### config.mk
export PLATFORM = sky130hd
export DESIGN_NAME = xtea_block_cipher
export DESIGN_NICKNAME = d
export VERILOG_FILES = /design/src/rtl/xtea_pkg.sv /design/src/rtl/xtea_config.sv /design/src/rtl/xtea_datapath.sv /design/src/rtl/xtea_ctrl.sv /design/src/rtl/xtea_block_cipher.sv
export SDC_FILE = /design/constraint.sdc
export NUM_CORES = 2
export LEC_CHECK = 0
export ABC_AREA = 0
export BUFFER_PORTS_ARGS = -buffer_cell sky130_fd_sc_hd__buf_2
export CORE_ASPECT_RATIO = 1.75
export CORE_MARGIN = 2
export CORE_UTILIZATION = 45
export DETAILED_ROUTE_END_ITERATION = 10
export PLACE_DENSITY = 0.58
export SLEW_MARGIN = 10
export SYNTH_ARGS = -nofsm -noshare
export SYNTH_HDL_FRONTEND = slang
export SYNTH_HIERARCHICAL = 1
export SYNTH_SLANG_ARGS = --single-unit
### constraint.sdc
create_clock -name clk -period 17.25 [get_ports clk]
set_clock_uncertainty 0.2 [all_clocks]
set_input_delay 4.3125 -clock clk [delete_from_list [all_inputs] [get_ports clk]]
set_output_delay 4.3125 -clock clk [all_outputs]
set_load 0.02 [all_outputs]
### src/rtl/xtea_pkg.sv
package xtea_pkg;

  localparam int unsigned WordWidth  = 32;
  localparam int unsigned RoundWidth = 7;
  localparam int unsigned IndexWidth = 3;

  localparam logic [WordWidth-1:0] Delta = 32'h9E37_79B9;
  localparam logic [RoundWidth-1:0] RoundReset = 7'd32;

  localparam logic [IndexWidth-1:0] CfgKeyZero    = 3'd0;
  localparam logic [IndexWidth-1:0] CfgKeyOne     = 3'd1;
  localparam logic [IndexWidth-1:0] CfgKeyTwo     = 3'd2;
  localparam logic [IndexWidth-1:0] CfgKeyThree   = 3'd3;
  localparam logic [IndexWidth-1:0] CfgRoundCount = 3'd4;

  typedef logic [3:0][WordWidth-1:0] key_t;

  typedef struct packed {
    logic load;
    logic step;
    logic store;
  } dp_cmd_t;

  typedef enum logic [1:0] {
    ST_IDLE = 2'b01,
    ST_RUN  = 2'b10
  } state_t;

  function automatic logic [WordWidth-1:0] mix(input logic [WordWidth-1:0] x);
    return ((x << 4) ^ (x >> 5)) + x;
  endfunction

endpackage

### src/rtl/xtea_config.sv
module xtea_config #(
  parameter int unsigned MAX_ROUNDS = 64,
  parameter int unsigned CW = 7
) (
  input  logic                                 clk,
  input  logic                                 rst,
  input  logic                                 cfg_we,
  input  logic [xtea_pkg::IndexWidth-1:0]      cfg_index,
  input  logic [xtea_pkg::WordWidth-1:0]       cfg_data,
  output xtea_pkg::key_t                       keys,
  output logic [CW-1:0]                        rounds
);

  logic [xtea_pkg::RoundWidth-1:0] round_count;

  always_ff @(posedge clk) begin
    if (rst) begin
      keys        <= '0;
      round_count <= xtea_pkg::RoundReset;
    end else if (cfg_we) begin
      unique case (cfg_index)
        xtea_pkg::CfgKeyZero:    keys[0] <= cfg_data;
        xtea_pkg::CfgKeyOne:     keys[1] <= cfg_data;
        xtea_pkg::CfgKeyTwo:     keys[2] <= cfg_data;
        xtea_pkg::CfgKeyThree:   keys[3] <= cfg_data;
        xtea_pkg::CfgRoundCount: round_count <= cfg_data[xtea_pkg::RoundWidth-1:0];
        default: ;
      endcase
    end
  end

  // Counts above the limit are saturated; the result always fits the counter.
  always_comb begin
    if ({2'b00, round_count} > 9'(MAX_ROUNDS)) begin
      rounds = CW'(MAX_ROUNDS);
    end else begin
      rounds = CW'(round_count);
    end
  end

endmodule

### src/rtl/xtea_datapath.sv
module xtea_datapath #(
  parameter int unsigned CW = 7
) (
  input  logic                             clk,
  input  xtea_pkg::dp_cmd_t                cmd,
  input  xtea_pkg::key_t                   keys,
  input  logic [CW-1:0]                    rounds,
  input  logic                             mode,
  input  logic [xtea_pkg::WordWidth-1:0]   first_word,
  input  logic [xtea_pkg::WordWidth-1:0]   second_word,
  output logic [xtea_pkg::WordWidth-1:0]   out_first_word,
  output logic [xtea_pkg::WordWidth-1:0]   out_second_word
);

  localparam int unsigned W = xtea_pkg::WordWidth;

  logic         decrypt;
  logic [W-1:0] v0;
  logic [W-1:0] v1;
  logic [W-1:0] sum;
  logic [W-1:0] v0_next;
  logic [W-1:0] v1_next;
  logic [W-1:0] sum_next;
  logic [W-1:0] sum_start;

  assign sum_start = W'(xtea_pkg::Delta * {{W{1'b0}}, rounds});

  // One full cipher cycle: the first half-round uses the current sum, the second the updated one.
  always_comb begin
    if (!decrypt) begin
      v0_next  = v0 + (xtea_pkg::mix(v1) ^ (sum + keys[sum[1:0]]));
      sum_next = sum + xtea_pkg::Delta;
      v1_next  = v1 + (xtea_pkg::mix(v0_next) ^ (sum_next + keys[sum_next[12:11]]));
    end else begin
      v1_next  = v1 - (xtea_pkg::mix(v0) ^ (sum + keys[sum[12:11]]));
      sum_next = sum - xtea_pkg::Delta;
      v0_next  = v0 - (xtea_pkg::mix(v1_next) ^ (sum_next + keys[sum_next[1:0]]));
    end
  end

  always_ff @(posedge clk) begin
    if (cmd.load) begin
      decrypt <= mode;
      v0      <= first_word;
      v1      <= second_word;
      sum     <= mode ? sum_start : '0;
    end else if (cmd.step) begin
      v0  <= v0_next;
      v1  <= v1_next;
      sum <= sum_next;
    end
    if (cmd.store) begin
      out_first_word  <= v0;
      out_second_word <= v1;
    end
  end

endmodule

### src/rtl/xtea_ctrl.sv
module xtea_ctrl #(
  parameter int unsigned CW = 7
) (
  input  logic              clk,
  input  logic              rst,
  input  logic [CW-1:0]     rounds,
  input  logic              in_valid,
  output logic              in_ready,
  output logic              out_valid,
  input  logic              out_ready,
  output xtea_pkg::dp_cmd_t cmd
);

  xtea_pkg::state_t state;
  xtea_pkg::state_t state_next;
  logic [CW-1:0]    count;
  logic [CW-1:0]    count_next;
  logic             out_free;

  assign in_ready = (state == xtea_pkg::ST_IDLE);
  assign out_free = !out_valid || out_ready;

  always_comb begin
    state_next = state;
    count_next = count;
    cmd        = '0;
    unique case (state)
      xtea_pkg::ST_IDLE: begin
        if (in_valid) begin
          cmd.load   = 1'b1;
          count_next = rounds;
          state_next = xtea_pkg::ST_RUN;
        end
      end
      xtea_pkg::ST_RUN: begin
        if (count != '0) begin
          cmd.step   = 1'b1;
          count_next = count - 1'b1;
        end else if (out_free) begin
          // The finished word moves to the output register once it is free.
          cmd.store  = 1'b1;
          state_next = xtea_pkg::ST_IDLE;
        end
      end
      default: state_next = xtea_pkg::ST_IDLE;
    endcase
  end

  always_ff @(posedge clk) begin
    if (rst) begin
      state     <= xtea_pkg::ST_IDLE;
      count     <= '0;
      out_valid <= 1'b0;
    end else begin
      state <= state_next;
      count <= count_next;
      if (cmd.store) begin
        out_valid <= 1'b1;
      end else if (out_ready) begin
        out_valid <= 1'b0;
      end
    end
  end

endmodule

### src/rtl/xtea_block_cipher.sv
// XTEA block cipher with one shared round unit that applies a full cipher cycle
// (both half-rounds) per clock. A word is taken when in_ready is high, which is
// whenever no block is in work; it is then loaded with the starting sum, passes
// through n cipher cycles in the round unit, where n is the configured round
// count saturated to MAX_ROUNDS, and moves into the output register once that
// register is free. The output register holds a finished word until it is
// taken, and the next word may be accepted meanwhile.
// Configuration writes (key words at indexes 0 to 3, round count at index 4)
// must only be made while the block is idle; other indexes are ignored.
module xtea_block_cipher #(
  parameter int unsigned MAX_ROUNDS = 64
) (
  input  logic                                clk,
  input  logic                                rst,
  input  logic                                cfg_we,
  input  logic [xtea_pkg::IndexWidth-1:0]     cfg_index,
  input  logic [xtea_pkg::WordWidth-1:0]      cfg_data,
  input  logic                                in_valid,
  output logic                                in_ready,
  input  logic                                mode,
  input  logic [xtea_pkg::WordWidth-1:0]      first_word,
  input  logic [xtea_pkg::WordWidth-1:0]      second_word,
  output logic                                out_valid,
  input  logic                                out_ready,
  output logic [xtea_pkg::WordWidth-1:0]      out_first_word,
  output logic [xtea_pkg::WordWidth-1:0]      out_second_word
);

  localparam int unsigned CW = $clog2(MAX_ROUNDS + 1);

  xtea_pkg::key_t    keys;
  logic [CW-1:0]     rounds;
  xtea_pkg::dp_cmd_t cmd;

  xtea_config #(
    .MAX_ROUNDS(MAX_ROUNDS),
    .CW        (CW)
  ) u_config (
    .clk      (clk),
    .rst      (rst),
    .cfg_we   (cfg_we),
    .cfg_index(cfg_index),
    .cfg_data (cfg_data),
    .keys     (keys),
    .rounds   (rounds)
  );

  xtea_ctrl #(
    .CW(CW)
  ) u_ctrl (
    .clk      (clk),
    .rst      (rst),
    .rounds   (rounds),
    .in_valid (in_valid),
    .in_ready (in_ready),
    .out_valid(out_valid),
    .out_ready(out_ready),
    .cmd      (cmd)
  );

  xtea_datapath #(
    .CW(CW)
  ) u_datapath (
    .clk            (clk),
    .cmd            (cmd),
    .keys           (keys),
    .rounds         (rounds),
    .mode           (mode),
    .first_word     (first_word),
    .second_word    (second_word),
    .out_first_word (out_first_word),
    .out_second_word(out_second_word)
  );

endmodule

# Yosys cells after proc, flatten, opt, wreduce, memory -nomap -nowiden
# Cells that the tools add are included.
totals:
  out_inout_bits: 66
  reg_bits: 306
  word_cells: 101
op_classes:
  magnitude_cmp: 5
  bitwise: 8
  multipliers: 1
  reduce_logical: 14
  n_eq_ne: 10
  muxes: 34
  n_addsub: 15
ops:
  columns: ["cell", "n"]
  rows:
  - ["$mux 32", 14]
  - ["$add 32x32->32", 10]
  - ["$bmux 32 s2", 4]
  - ["$xor 32x27->32", 4]
  - ["$xor 32x32->32", 4]
  - ["$sub 32x32->32", 2]
  - ["$add 32x32->32 const B", 1]
  - ["$mul 32x7->32 const A", 1]
  - ["$sub 32x32->32 const B", 1]
  - ["$mux 7", 3]
  - ["$pmux 7 s2", 1]
  - ["$lt 2x3->1 const B", 4]
  - ["$reduce_and 2->1", 5]
  - ["$mux 2", 4]
  - ["$gt 7x7->1 const B", 1]
  - ["$mux 1", 7]
  - ["$reduce_bool 7->1", 1]
  - ["$sub 7x1->7 const B", 1]
  - ["$eq 3x2->1 const B", 2]
  - ["$reduce_and 3->1", 2]
  - ["$reduce_bool 2->1", 3]
  - ["$ne 2x1->1 const B", 2]
  - ["$ne 2x2->1 const B", 2]
  - ["$pmux 2 s2", 1]
  - ["other kinds (7)", 7]

# Logic depth before layout (Yosys ltp)
depth:
  depth_word: 12
  ltp_mapped: 47

# Modules after synthesis
# Netlist, hierarchy kept.
modules_own_cells:
  columns: ["mod", "cells_per_inst", "seq_area_each_um2", "area_per_inst_um2", "n_inst"]
  rows:
  - ["xtea_datapath", 3623, 4834.6, 32743.9, 1]
  - ["xtea_config", 485, 2702.6, 5366.4, 1]
  - ["xtea_ctrl", 67, 200.2, 576.8, 1]

# Worst setup path after synthesis
# OpenSTA, ideal clock, no wires.
synth_path:
  path_type: "register -> register"
  from: "register u_datapath.sum[0]"
  to: "register u_datapath.v1[29] (data pin)"
  setup_ps: 260
  path_buffers: 2
  path_slack_ps: 7098
  arrival_time_ps: 9692
  stages_incl_launch_ff: 46
  path_cell_list: "edfxtp_1 > buf_6 > clkbuf_1 > mux4_2 > ha_1 > inv_1 > fa_1 > nor2b_1 > o21ai_0 > a21boi_0 > o21ai_0 > a21oi_1 > a31o_2 > a21o_1 > a21oi_1 > xnor2_1 > xnor2_1 > ha_1 > (+10 left out) > a31oi_1 > o31a_1 > inv_1 > a21oi_1 > o21ai_0 > xnor2_1 > xnor2_1 > ha_1 > a221oi_1 > a31oi_1 > a211oi_1 > o211ai_1 > a41oi_1 > o21ai_0 > a21oi_1 > xnor2_1 > mux2_2 > mux2_2"
synth_via:
  elab_chain_len: 12
  word_cells_on_any_way: 19
  cone_classes: "add/sub (8); mux (7); bitwise (4)"
synth_rtl:
  columns: ["item", "line_no", "rtl"]
  rows:
  - ["start, declared", "xtea_datapath.sv:20", "logic [W-1:0] sum;"]
  - ["start signal, assigned", "xtea_datapath.sv:46", "sum <= mode ? sum_start : '0;"]
  - ["start signal, assigned", "xtea_datapath.sv:50", "sum <= sum_next;"]
  - ["$bmux 32 s2", "xtea_datapath.sv:31", "v0_next = v0 + (xtea_pkg::mix(v1) ^ (sum + keys[sum[1:0]]));"]
  - ["$mux 32 (implied by the code)", "xtea_datapath.sv:31", null]
  - ["$add 32x32->32", "xtea_datapath.sv:31", null]
  - ["$xor 32x32->32", "xtea_datapath.sv:31", null]
  - ["$add 32x32->32", "xtea_datapath.sv:31", null]
  - ["$xor 32x27->32", "xtea_pkg.sv:30", "return ((x << 4) ^ (x >> 5)) + x;"]
  - ["$add 32x32->32", "xtea_pkg.sv:30", null]
  - ["$xor 32x32->32", "xtea_datapath.sv:33", "v1_next = v1 + (xtea_pkg::mix(v0_next) ^ (sum_next + keys[sum_next[12:11]]));"]
  - ["$add 32x32->32", "xtea_datapath.sv:33", null]
  - ["$mux 32 (*)", "xtea_datapath.sv:30", "if (!decrypt) begin"]
  - ["$mux 32 (*)", "xtea_datapath.sv:47", "end else if (cmd.step) begin"]
  - ["$mux 32 (*)", "xtea_datapath.sv:42", "if (cmd.load) begin"]
  - ["end signal, assigned", "xtea_datapath.sv:45", "v1 <= second_word;"]
  - ["end signal, assigned", "xtea_datapath.sv:49", "v1 <= v1_next;"]
  - ["end, declared", "xtea_datapath.sv:19", "logic [W-1:0] v1;"]
# Mark *: on every way between the ends. The rest lies on a longest branch, timed or not. The select of a mux whose other input is x is not followed.
# A chain may end at the register's enable or synchronous reset.

# Worst setup path in the final report
layout_path:
  from: "register u_datapath.sum[0]"
  to: "register u_datapath.v1[31] (data pin)"
# The elaborated chain is that of the path after synthesis.

==> impl_results.md <==
- Gr usage total: 31.44%
- Final Hold Fails: 0
- WHS Path Cells: 2
- Fin crit share: 75.73%
- CTS Buffer Depth: 3
- CTS tree: built
- Via count: 33063
- Crit-path slowest cell: a31oi_1
- Slew @ Worst Pin: 1.404 ns
- Commonest cells in the netlist: ha_1 (454), xnor2_1 (413), a21oi_1 (332)
- Reg clk slew, reported paths: 0.07 ns
- I/O Pins: 171
- Slew HR: 6.078%
- R2r startpoint: u_datapath/sum[0]
- Vias/cell: 6.030
- Ys async rst share: 0%
- Drt pass-1 iters: 5
- Yosys top cell area share: 14.68%
- H-Tree Depth: 2
- Fin Hold WS: 0.2731 ns
- Clk_lat worst skew: 0.59 ns
- Total detailed-routing wirelength: 140700 um
- TNS Setup: 0 ns
- Worst path bufs/invs: 2
- Ranking of synthesized cells by area: ha_1 (15%), edfxtp_1 (12%), xnor2_1 (9.3%)
- GPL Wtd Cong: 0.9946
- Critical Path Source Type: flop
- Register area share after synthesis: 20.00%
- Hold Crit Start: u_config/round_count[1]
- WS Path Type: flop to flop
- Max Slew Vio Count: 0
- Initial core utilization: 45.27%
- Critical Path End Type: flop
- Required time of the critical path: 17.38 ns
- Yosys top cell by area: ha_1
- First-pass GRT wire length: 206200 um
- Root Driver: clkbuf_16
- Syn. warnings: 6
- Max-cap violations: 0
- PostCTS Resize Cnt: 0
- DR WL/cell: 25.66 um
- Die height: 391.9 um
- DP HPWL: 113900 um
- Top Family by Delay on Critical Path: compound AO/OA/AOI/OAI gates
- Period minus WS final: 13.06 ns
- FP Rows: 142
- Post-Syn Instances: 4175
- RSZ-0062 raised after global routing: no
- Mapped Nets: 4791
- Post-layout util: 49.16%
- Largest net degree at the start of global routing: 105
- Finished Layout Cells: 5483
- Die Wd: 225.6 um
- Layout cells sized above 1: 11.22%
- Core box area: 0.08546 sq mm
- Max Fclk: 0.07655 GHz
- Area of the mapped netlist: 0.03869 sq mm
- Clock sink count: 306
- CTS Hold Bufs: 0
- Post-synth EDFFs: 161
- Synthesized flop and latch total: 306
- Initial antenna violation count: 1
- Post-route ant nets: 0
- Total congestion overflow: 0
- Hold Path End: u_config/round_count[1]
- Final Setup Violations: 0
- Worst Hold Class: flop to flop
- Count of cell types in the netlist: 103
- Most common cell in the netlist: ha_1
- Die area: 0.08842 sq mm
- RR Endpoint: u_datapath/v1[31]
- Status: completed
- Worst EP arrival: 13.19 ns
- Ys flop type: edfxtp_1
- DRT iter0 DRCs: 2477
- # port buffers: 170
- R2r setup slk: 4.19 ns
- FF-to-FF path depth: 41
- # DRC: 0
- Post-CTS setup buffers: 0
- Slowest stage delay, CP: 0.70 ns
- Inserted Clock Buffers: 34
- Area grow syn2layout: 8.603%
- Post-layout nets: 4920
- CP Max Fanout: 25
- Syn Area/Cell: 9.266 sq um
- Cells after DPL: 5420
- Vias in the first global route: 33249
## layout by cell type, fill, tap and decap left out, types with 10 or more instances in the layout
cell | netlist | final
mux2_2 | 23 | 23
o21a_1 | 39 | 39
buf_2 | 16 | 169
nor2b_1 | 55 | 54
a31oi_1 | 29 | 29
xnor2_1 | 413 | 413
nand4_1 | 28 | 28
inv_1 | 203 | 202
mux4_2 | 127 | 127
o21bai_1 | 46 | 46
a21o_1 | 235 | 235
dfxtp_1 | 145 | 145
mux2i_1 | 180 | 180
or4_1 | 10 | 10
o22ai_1 | 27 | 27
fa_1 | 57 | 57
nor3_1 | 53 | 52
xor2_1 | 238 | 238
and2_1 | 17 | 17
buf_4 | 0 | 47
o211ai_1 | 10 | 10
or3_1 | 20 | 20
o31ai_1 | 20 | 20
a211oi_1 | 34 | 34
nor2_1 | 169 | 169
ha_1 | 454 | 454
nand2b_1 | 225 | 225
nand3_1 | 61 | 61
a21oi_1 | 332 | 332
nor4_1 | 12 | 12
clkbuf_16 | 0 | 35
o21ai_0 | 200 | 200
a31o_2 | 15 | 15
and3_1 | 27 | 27
nand2_1 | 206 | 206
edfxtp_1 | 161 | 161
## worst register-to-register path, delay by kind of cell, from the launching register on
family	cells	cell delay, ns
AND/OR/NAND/NOR	7	1.81
flip-flops	1	0.59
AO/OA/AOI/OAI	21	6.56
buffers and inverters	2	0.54
XOR/XNOR	6	1.23
multiplexers	1	0.57
adder cells (fa/ha/maj)	4	1.31
## routing by layer
layer / routed length, um / vias to the layer above / global-route usage, %
met5: 0 / - / 0
met1: 55620 / 16006 / 37.29
met2: 70040 / 1107 / 56.01
met4: 8107 / 0 / 16.35
met3: 6947 / 355 / 2.905
li1: - / 15595 / -
## sequential cells by signal (all words and copies together) (netlist names)
| name | cells |
|---|---|
| u_config/keys | 128 |
| u_datapath/v1 | 32 |
| u_ctrl/state | 2 |
| u_datapath/sum | 32 |
| u_datapath/decrypt | 1 |
| u_datapath/out_second_word | 32 |
| u_datapath/v0 | 32 |
| u_ctrl/out_valid | 1 |
| u_config/round_count | 7 |
| u_ctrl/count | 7 |
| u_datapath/out_first_word | 32 |
## stage by stage
step / area [sq um] / worst slack (ns)
after floorplan: 38690 / 7.098
after global placement: 40860 / 4.246
after detailed placement: 40860 / 4.203
after CTS: 42010 / 4.165
after global routing: 42010 / 3.676
final: 42020 / 4.186
## worst max path at each step
| stage | from | end | slack (ns) | cells after the start |
|---|---|---|---|---|
| floorplan | u_datapath/sum[0] | u_datapath/v1[29] | 7.10 | 45 |
| global placement | u_datapath/sum[0] | u_datapath/v1[29] | 4.25 | 42 |
| detailed placement | u_datapath/sum[0] | u_datapath/v1[31] | 4.20 | 41 |
| CTS | u_datapath/sum[0] | u_datapath/v1[31] | 4.17 | 41 |
| global route | u_datapath/sum[0] | u_datapath/v1[31] | 3.68 | 41 |
| finish | u_datapath/sum[0] | u_datapath/v1[31] | 4.19 | 41 |
## cell type report
type	count	area, sq um
diodes	1	2.502
clock buffers	42	922.1
clock inverters	20	231.5
fillers	8279	43440
inverters	205	777.0
multi-input cells	3541	29700
flip-flops and latches	306	7737
well taps	1152	1441
repair buffers	216	1199
## cell families (layout without fill, tap and decap cells)
| kind of cell | after synthesis | count (layout) | synth area share, % |
|---|---|---|---|
| compound gates | 1121 | 1121 | 18.87 |
| mux | 330 | 330 | 12.72 |
| xor+xnor | 657 | 657 | 15.05 |
| other cells | 0 | 1 | 0 |
| flops | 306 | 306 | 20.00 |
| buf+inv | 328 | 483 | 3.338 |
| fa+ha+maj | 511 | 511 | 17.63 |
| simple gates | 922 | 922 | 12.39 |
Power is left out: the tool's default activity adds up to more than one toggle a clock period on the data nets, which glitch-free logic cannot reach.
